[config.mk]
export PLATFORM = sky130hd
export DESIGN_NAME = lbs_front
export DESIGN_NICKNAME = d
export VERILOG_FILES = /design/src/design/lbs_pkg.sv /design/src/design/lbs_front.sv
export SDC_FILE = /design/constraint.sdc
export NUM_CORES = 1
export LEC_CHECK = 0
export ABC_AREA = 1
export BUFFER_PORTS_ARGS = -buffer_cell sky130_fd_sc_hd__buf_4
export CAP_MARGIN = 20
export CORE_AREA = 5 5 146 148
export DETAILED_ROUTE_END_ITERATION = 10
export DIE_AREA = 0 0 151 153
export SLEW_MARGIN = 20
export SYNTH_ARGS = -nofsm -noshare
export SYNTH_HDL_FRONTEND = slang
export SYNTH_SLANG_ARGS = --single-unit
[constraint.sdc]
create_clock -name vclk -period 2.4
set_input_delay 0.48 -clock vclk [all_inputs]
set_output_delay 0.48 -clock vclk [all_outputs]
set_load 0.005 [all_outputs]
[src/design/lbs_pkg.sv]
// ----------------------------------------------------------------------------
// lbs_pkg: shared types and constants for the skinning block
// Item format between the front decoder, the queue and the skinning engine.
// ----------------------------------------------------------------------------
`default_nettype none

package lbs_pkg;

  localparam int PALETTE_ENTRIES_DEF = 64;
  localparam int WORDS_PER_BONE      = 12;
  localparam int MATRIX_ROWS         = 4;
  localparam int QUEUE_DEPTH         = 2;

  typedef enum logic [1:0] {
    CMD_NOP,
    CMD_LOAD,
    CMD_SKIN,
    CMD_EMIT
  } cmd_t;

  typedef enum logic [2:0] {
    E_IDLE,
    E_ROWS,
    E_WEIGH,
    E_ACC,
    E_EMIT
  } eng_state_t;

  typedef struct packed {
    cmd_t               cmd;
    logic [5:0]         bone;
    logic [1:0]         row;
    logic [1:0]         col;
    logic [15:0]        vidx;
    logic signed [31:0] px;
    logic signed [31:0] py;
    logic signed [31:0] pz;
    logic signed [15:0] nx;
    logic signed [15:0] ny;
    logic signed [15:0] nz;
    logic [16:0]        weight;
    logic               last;
  } item_t;

  typedef struct packed {
    logic full;
    logic empty;
  } q_stat_t;

  // Matrix word index to row and column of the palette column memories.
  function automatic logic [3:0] elem_decode(input logic [3:0] element);
    logic [3:0] rc;
    unique case (element)
      4'd0:    rc = {2'd0, 2'd0};
      4'd1:    rc = {2'd0, 2'd1};
      4'd2:    rc = {2'd0, 2'd2};
      4'd3:    rc = {2'd1, 2'd0};
      4'd4:    rc = {2'd1, 2'd1};
      4'd5:    rc = {2'd1, 2'd2};
      4'd6:    rc = {2'd2, 2'd0};
      4'd7:    rc = {2'd2, 2'd1};
      4'd8:    rc = {2'd2, 2'd2};
      4'd9:    rc = {2'd3, 2'd0};
      4'd10:   rc = {2'd3, 2'd1};
      4'd11:   rc = {2'd3, 2'd2};
      default: rc = 4'd0;
    endcase
    return rc;
  endfunction

endpackage

`default_nettype wire

[src/design/lbs_front.sv]
// ----------------------------------------------------------------------------
// lbs_front: input acceptance and item classification
// Turns each input beat into a queue entry with a command code.
// ----------------------------------------------------------------------------
`default_nettype none

module lbs_front #(
  parameter int PALETTE_ENTRIES = lbs_pkg::PALETTE_ENTRIES_DEF
) (
  input  wire logic                in_valid,
  output logic                     in_ready,
  input  wire logic                in_func,
  input  wire logic [5:0]          in_bone,
  input  wire logic [3:0]          in_element,
  input  wire logic [15:0]         in_vertex_index,
  input  wire logic signed [31:0]  in_pos_x,
  input  wire logic signed [31:0]  in_pos_y,
  input  wire logic signed [31:0]  in_pos_z,
  input  wire logic signed [15:0]  in_norm_x,
  input  wire logic signed [15:0]  in_norm_y,
  input  wire logic signed [15:0]  in_norm_z,
  input  wire logic [16:0]         in_weight,
  input  wire logic                in_last,
  input  wire lbs_pkg::q_stat_t    q_stat,
  output logic                     push,
  output lbs_pkg::item_t           item
);

  localparam logic [8:0] ENTRIES = 9'(PALETTE_ENTRIES);

  logic       bone_ok;
  logic       elem_ok;
  logic [3:0] rc;

  assign in_ready = !q_stat.full;
  assign push     = in_valid && in_ready;

  assign bone_ok = {3'b000, in_bone} < ENTRIES;
  assign elem_ok = in_element < 4'(lbs_pkg::WORDS_PER_BONE);
  assign rc      = lbs_pkg::elem_decode(in_element);

  always_comb begin
    item.bone   = in_bone;
    item.row    = rc[3:2];
    item.col    = rc[1:0];
    item.vidx   = in_vertex_index;
    item.px     = in_pos_x;
    item.py     = in_pos_y;
    item.pz     = in_pos_z;
    item.nx     = in_norm_x;
    item.ny     = in_norm_y;
    item.nz     = in_norm_z;
    item.weight = in_weight;
    item.last   = in_last;
    // An influence on a bone outside the palette adds nothing but still
    // closes the vertex when it carries the last mark.
    if (!in_func) begin
      item.cmd = (bone_ok && elem_ok) ? lbs_pkg::CMD_LOAD : lbs_pkg::CMD_NOP;
    end else if (bone_ok) begin
      item.cmd = lbs_pkg::CMD_SKIN;
    end else begin
      item.cmd = in_last ? lbs_pkg::CMD_EMIT : lbs_pkg::CMD_NOP;
    end
  end

endmodule

`default_nettype wire

Yosys cells after proc, flatten, opt, wreduce, memory -nomap -nowiden
Memory sizes are Yosys's and may differ from the RTL's.
Index checks and enable logic that the tools add are counted.
{"block": "classes", "order_cmp": 1, "n_reduce_logical": 2, "muxes": 2}
{"cell": "less-than comparator 4 bit (second input constant)", "n": 1}
{"cell": "2-to-1 mux 2 bit", "n": 1}
{"cell": "logical AND 1 bit", "n": 1}
{"cell": "zero test 1 bit", "n": 1}
{"cell": "2-to-1 mux 1 bit", "n": 1}
{"block": "totals", "elab_cells": 6, "mem_bits_ro": 64, "n_memories": 1, "register_bits": 0, "output_inout_bits": 192}
{"memory": "(name not given)", "depth": 16, "width": 4, "read_ports": 1, "rd_clocked_by_memory_dff": 0, "write_ports": 0, "line_no": "lbs_pkg.sv:53", "text": "unique case (element)"}

Depth between registers and ports, before layout
Gate-level depths: netlist (run 1).
{"block": "depth", "ltp_word": 3, "mapped_depth": 6, "depth_no_buf": 6}

Least setup slack after synthesis (run 1)
OpenSTA, ideal clock, no wires.
{"block": "synth_timing", "path_type": "in2out", "from": "input port in_element[0]", "to": "output port item[178] (netlist bit)", "arrival_time_ns": 1.000, "stages": 5, "path_buffers": 0, "path_slack_ns": 0.920, "path_cell_list": "inv_1 > ha_1 > nand2_1 > nand3_1 > nand2_1"}
{"element": "start, declared", "line_no": "lbs_front.sv:14", "text": "input wire logic [3:0] in_element,"}
{"element": "end, declared", "line_no": "lbs_front.sv:26", "text": "output lbs_pkg::item_t item"}

==> impl_metrics.sql, run 1 <==
INSERT INTO impl_metrics (metric_group, metric, value, unit) VALUES
('status', 'run_status', 'finished, final reports clean', ''),
('clock_network', 'postCtsResizedCells', '0', ''),
('power_and_ir_drop', 'static-leakage-power', '0.1879', 'nW'),
('layout', 'finalNonFillerCells', '317', ''),
('place', 'number_of_buffers_added_on_ports', '15', ''),
('detailed_routing', 'drtPass1Iterations', '2', ''),
('detailed_routing', 'drt-total-wl', '4233', 'um'),
('flow_run', 'cap_violations', '0', ''),
('layout', 'final_nets', '245', ''),
('yosys', 'post_synth.cell_area_avg', '7.209', 'um2'),
('worst_setup_path', 'critPathLaunchType', 'input port', ''),
('place', 'dp.cells', '317', ''),
('global_route', 'grt_start_max_net_pins', '9', ''),
('detailed_routing', 'met3_routed_wirelength', '1306', 'um'),
('yosys', 'synthesis.nets', '414', ''),
('layout', 'num_antenna_cells', '0', ''),
('yosys', 'yosys-top-cells-area', 'sky130_fd_sc_hd__buf_4 (88%), sky130_fd_sc_hd__ha_1 (3.2%), sky130_fd_sc_hd__nand2_1 (2.4%), sky130_fd_sc_hd__inv_1 (1.2%), sky130_fd_sc_hd__nor2_1 (0.96%)', ''),
('yosys', 'ys_top_cells_by_count', 'sky130_fd_sc_hd__buf_4 (185), sky130_fd_sc_hd__nand2_1 (10), sky130_fd_sc_hd__inv_1 (5), sky130_fd_sc_hd__ha_1 (4), sky130_fd_sc_hd__nor2_1 (4)', ''),
('timing', 'grt_setup_unrepaired', 'false', ''),
('worst_setup_path', 'critical_path.max_fanout', '4', ''),
('timing', 'worst_slack', '0.6670', 'ns'),
('timing', 'maxClockFrequency', '577.0', 'MHz'),
('layout', 'area.sequential', '0', 'um2'),
('detailed_routing', 'route.detailed.drc', '0', ''),
('detailed_routing', 'post_drt_via_cell_ratio', '1.744', ''),
('layout', 'utilization', '3.123', '%'),
('worst_setup_path', 'worst_setup_path_end_kind', 'output port', ''),
('die', 'die_x', '151', 'um'),
('place', 'finalWeightedCongestion', '0.6426', ''),
('worst_setup_path', 'path_class', 'in2out', ''),
('timing', 'setup_total_negative_slack', '0', 'ns'),
('worst_setup_path', 'worst-endpoint-arrival', '1.25', 'ns'),
('hold_path', 'min_path_type', 'in2out', ''),
('die', 'top_level_ports', '384', ''),
('yosys', 'postSynthCellCount', '218', ''),
('power_and_ir_drop', 'vdd_ir_drop_max', '0.00002154', 'V'),
('detailed_routing', 'drt-initial-drc-count', '11', ''),
('layout', 'multi_input_area', '142.6', 'um2'),
('layout', 'num-fill-cells', '2434', ''),
('clock_network', 'post_cts_hold_buffer_count', '0', ''),
('die', 'num_rows', '52', ''),
('yosys', 'yosysSeqAreaShare', '0', '%'),
('yosys', 'fraction_of_post_synthesis_cell_area_in_the_top_cell_type_by_area', '88.38', '%'),
('die', 'die_area', '23100', 'um2'),
('timing', 'drv_slew', '0', ''),
('die', 'core_area', '19910', 'um2'),
('worst_setup_path', 'required', '1.92', 'ns'),
('yosys', 'synth_area_leader_cell', 'sky130_fd_sc_hd__buf_4', ''),
('global_route', 'antenna_found_initial', '0', ''),
('timing', 'finalSetupViolCount', '0', ''),
('layout', 'area.growth.synth_to_final', '-60.43', '%'),
('detailed_routing', 'routed-wl-met2', '1459', 'um'),
('die', 'initial_standard_cell_utilization_of_the_core', '7.893', '%'),
('timing', 'hold_violations', '0', ''),
('yosys', 'synthesis.area', '1572', 'um2'),
('detailed_routing', 'routedLengthMet1', '369', 'um'),
('power_and_ir_drop', 'power_density', '84.93', 'nW/um2'),
('timing', 'timing.final.crit_period', '1.733', 'ns'),
('layout', 'clockBufferCount', '0', ''),
('detailed_routing', 'drt-wirelength-per-cell', '13.35', 'um'),
('timing', 'max_slew_margin', '88.57', '%'),
('timing', 'transition_time_of_the_tightest_slew_check_pin', '0.1703', 'ns'),
('detailed_routing', 'via_count', '553', ''),
('global_route', 'overflow', '0', ''),
('timing', 'timing.final.crit_share', '72.21', '%'),
('yosys', 'synth.distinct_cells', '13', ''),
('detailed_routing', 'ant_nets', '0', ''),
('detailed_routing', 'top_layer_used', 'met5', ''),
('layout', 'drive_gt1_share', '40.43', '%'),
('die', 'die_height', '153', 'um'),
('yosys', 'synth.most_common_cell', 'sky130_fd_sc_hd__buf_4', ''),
('yosys', 'yosysWarningCount', '0', ''),
('clock_network', 'cts_setup_buffers', '0', ''),
('global_route', 'globalRouteTotalUtil', '3.087', '%'),
('global_route', 'grt_pass1_wl', '4892', 'um'),
('layout', 'seq_cell_count', '0', ''),
('place', 'place_worst_setup_slack', '0.6458', 'ns'),
('global_route', 'grt_pass1_vias', '629', '');
worst paths after layout:
path,from,end,depth (start not counted)
worst max-delay path,in_element[1],item[178],7
worst min-delay path,in_pos_y[4],item[102],0
per-stage QoR:
stage / cell area (um2) / hold WS [ns] / power (W)
after floorplan: 1572 / 0.9865 / 0.0002728
after CTS: 621.8 / 0.9600 / 0.00005544
after detailed placement: 621.8 / 0.9600 / 0.00005526
after global routing: 621.8 / 0.9600 / 0.00005966
final: 621.8 / 0.9600 / 0.00005281
after global placement: 621.8 / 0.9600 / 0.00005467
cell type report:
| class | instances | share of cell area [%] |
|---|---|---|
| Timing Repair Buffer | 15 | 18.11 |
| Inverter | 7 | 4.628 |
| Multi-Input combinational cell | 25 | 22.94 |
| Tap cell | 270 | 54.33 |
per-layer routing:
| layer | up-vias | GRT usage, % |
|---|---|---|
| met4 | 2 | 7.254 |
| li1 | 127 | - |
| met1 | 159 | 0.6071 |
| met5 | - | 2.826 |
| met2 | 145 | 3.701 |
| met3 | 120 | 3.524 |
power breakdown:
group | switching [W] | internal (W) | leakage, nW
sequential | 0 | 0 | 0
combinational | 0.0000256 | 0.0000273 | 0.188
clock | 0 | 0 | 0
cell usage in the layout (no fill, tap or decap), drive strengths merged:
master and instances:
nand3 2, o21a 1, buf 15, inv 7, a21oi 1, o21ai 1
ha 4, nand2 12, nor2 4
cell families (layout without fill, tap and decap cells):
family / count (synthesis) / in the layout / share of synthesized area (%)
buffers and inverters: 193 / 22 / 90.92
and+or+nand+nor: 18 / 18 / 4.777
AOI/OAI and AO/OA: 3 / 3 / 1.114
adders and majority gates: 4 / 4 / 3.185
critical path, cell delays in order:
cell and delay (ns):
sky130_fd_sc_hd__buf_4 0.11, sky130_fd_sc_hd__inv_1 0.06, sky130_fd_sc_hd__ha_1 0.29, sky130_fd_sc_hd__nand2_1 0.06, sky130_fd_sc_hd__nand3_1 0.07, sky130_fd_sc_hd__nand2_1 0.05, sky130_fd_sc_hd__buf_4 0.13
No activity file was read; power rests on OpenSTA's default activity.
==> run 2: changes to the inputs <==
Settings changed: CORE_AREA 5 5 146 148 to 5 5 145 147, DIE_AREA 0 0 151 153 to 0 0 150 152.
Clock period 2.4 ns to 1.45 ns, I/O delays scaled along.
==> run 2 against run 1 <==
Compared with the run above:
- final area increased by 2.4%
- clock-buffer cell count unchanged
- die area decreased by 1.3%
- hold slack got worse by 0.38 ns
- global-route usage increased by 0.32 points
- first-iteration DRC count increased by 18%
- critical endpoint is now item[179]
- largest cell class unchanged
- largest power group unchanged
==> impl_metrics.sql, run 2 (synthesis results as in run 1) <==
INSERT INTO impl_metrics (metric_group, metric, value, unit) VALUES
('timing', 'grt_setup_unrepaired', 'false', ''),
('place', 'dp.final_hpwl', '3881', 'um'),
('timing', 'timing.final.crit_period', '1.364', 'ns'),
('worst_setup_path', 'critical_path.max_stage_delay', '0.22', 'ns'),
('die', 'initial_standard_cell_utilization_of_the_core', '7.945', '%'),
('layout', 'area.sequential', '0', 'um2'),
('power_and_ir_drop', 'p_switching', '0.00004433', 'W'),
('layout', 'seq_cell_count', '0', ''),
('worst_setup_path', 'critical_path.max_fanout', '3', ''),
('timing', 'hold_slack', '0.5800', 'ns'),
('worst_setup_path', 'timing.critical_path.cells', 'buf_4 > inv_1 > ha_4 > nor2_1 > nand2_1 > nand2_2 > buf_4', ''),
('worst_setup_path', 'path_class', 'in2out', ''),
('timing', 'setup_total_negative_slack', '0', 'ns'),
('global_route', 'globalRouteTotalUtil', '3.404', '%'),
('clock_network', 'cts_setup_buffers', '0', ''),
('detailed_routing', 'drt-total-wl', '4569', 'um'),
('clock_network', 'postCtsResizedCells', '0', ''),
('layout', 'drive_gt1_share', '44.68', '%'),
('worst_setup_path', 'critical_path.most_common_cell', 'sky130_fd_sc_hd__buf_4', ''),
('power_and_ir_drop', 'pwr-share-comb', '100.0', '%'),
('flow_run', 'cap_violations', '0', ''),
('die', 'top_level_ports', '384', ''),
('global_route', 'grt_start_max_net_pins', '9', ''),
('layout', 'num_antenna_cells', '0', ''),
('global_route', 'overflow', '0', ''),
('worst_setup_path', 'worst_setup_path_end_kind', 'output port', ''),
('layout', 'utilization', '3.220', '%'),
('global_route', 'grt_pass1_wl', '5292', 'um'),
('detailed_routing', 'drt-initial-drc-count', '13', ''),
('power_and_ir_drop', 'power.clock.fraction', '0', '%'),
('die', 'die_x', '150', 'um'),
('worst_setup_path', 'critical_path.top_delay_family', 'buffers and inverters', ''),
('detailed_routing', 'drtPass1Iterations', '2', ''),
('power_and_ir_drop', 'internal-power', '0.00004757', 'W'),
('place', 'number_of_buffers_added_on_ports', '15', ''),
('power_and_ir_drop', 'power_density', '144.3', 'nW/um2'),
('timing', 'drv_slew', '0', ''),
('global_route', 'antenna_found_initial', '0', ''),
('layout', 'final_common_cell', 'sky130_fd_sc_hd__buf_4', ''),
('worst_setup_path', 'critPathLaunchType', 'input port', ''),
('layout', 'area.growth.synth_to_final', '-59.47', '%'),
('layout', 'layout_common_cells', 'sky130_fd_sc_hd__buf_4 (15), sky130_fd_sc_hd__nand2_1 (9), sky130_fd_sc_hd__inv_1 (5)', ''),
('layout', 'final_nets', '245', ''),
('place', 'finalWeightedCongestion', '0.6212', ''),
('timing', 'transition_time_of_the_tightest_slew_check_pin', '0.1320', 'ns'),
('timing', 'finalSetupViolCount', '0', ''),
('global_route', 'grt_pass1_vias', '639', ''),
('die', 'die_height', '152', 'um'),
('power_and_ir_drop', 'fin_total_pwr', '0.00009190', 'W'),
('power_and_ir_drop', 'sequentialPowerShare', '0', '%'),
('die', 'num_rows', '52', ''),
('hold_path', 'min_path_type', 'in2out', ''),
('timing', 'hold_violations', '0', ''),
('worst_setup_path', 'critPathBufInv', '3', ''),
('worst_setup_path', 'slowest_stage', 'sky130_fd_sc_hd__ha_4', ''),
('power_and_ir_drop', 'vdd_ir_drop_max', '0.00005452', 'V'),
('timing', 'max_slew_margin', '91.19', '%'),
('detailed_routing', 'ant_nets', '0', ''),
('timing', 'timing.final.crit_share', '94.10', '%'),
('detailed_routing', 'route.detailed.drc', '0', ''),
('die', 'die_area', '22800', 'um2'),
('worst_setup_path', 'worst-endpoint-arrival', '1.07', 'ns'),
('power_and_ir_drop', 'static-leakage-power', '0.1876', 'nW'),
('power_and_ir_drop', 'p_sw_share', '48.23', '%'),
('worst_setup_path', 'required', '1.16', 'ns'),
('timing', 'maxClockFrequency', '732.9', 'MHz'),
('detailed_routing', 'via_count', '523', ''),
('detailed_routing', 'drt-wirelength-per-cell', '14.41', 'um'),
('die', 'core_area', '19780', 'um2'),
('status', 'run_status', 'finished, final reports clean', ''),
('detailed_routing', 'post_drt_via_cell_ratio', '1.650', ''),
('layout', 'clockBufferCount', '0', ''),
('clock_network', 'post_cts_hold_buffer_count', '0', '');
==> run 2: final cells by class <==
| class | instances | area [um2] |
|---|---|---|
| Tap cell | 270 | 337.8 |
| Timing Repair Buffer | 15 | 112.6 |
| Inverter | 7 | 28.78 |
| Multi-Input combinational cell | 25 | 157.7 |
| Fill cell | 2402 | 19140 |
==> run 2: through the flow <==
stage               cell area (um2)  std cells  setup WS (ns)
global route                  636.9        317       0.005217
detailed placement            621.8        317        0.04322
floorplan                      1572        218         0.3500
CTS                           621.8        317        0.04354
finish                        636.9        317        0.08558
global placement              621.8        317        0.04432
==> run 2: final timing paths <==
| path | cells after the start | start | endpoint |
|---|---|---|---|
| max | 7 | in_element[0] | item[179] |
| min | 0 | in_pos_y[8] | item[106] |
==> run 2: routing by layer <==
layer,track usage (%),vias to the layer above,share of wire [%]
met5,0,-,0
met1,0.7554,151,8.1
met4,6.667,0,21
met3,4.707,96,34
met2,4.356,149,37
li1,-,127,-
==> run 2: power by group through the flow <==
stage | combinational (W) | clock, W | sequential (W)
detailed placement | 0.0000923 | 0 | 0
CTS | 0.0000926 | 0 | 0
floorplan | 0.000452 | 0 | 0
global placement | 0.0000921 | 0 | 0
finish | 0.0000919 | 0 | 0
global route | 0.000105 | 0 | 0
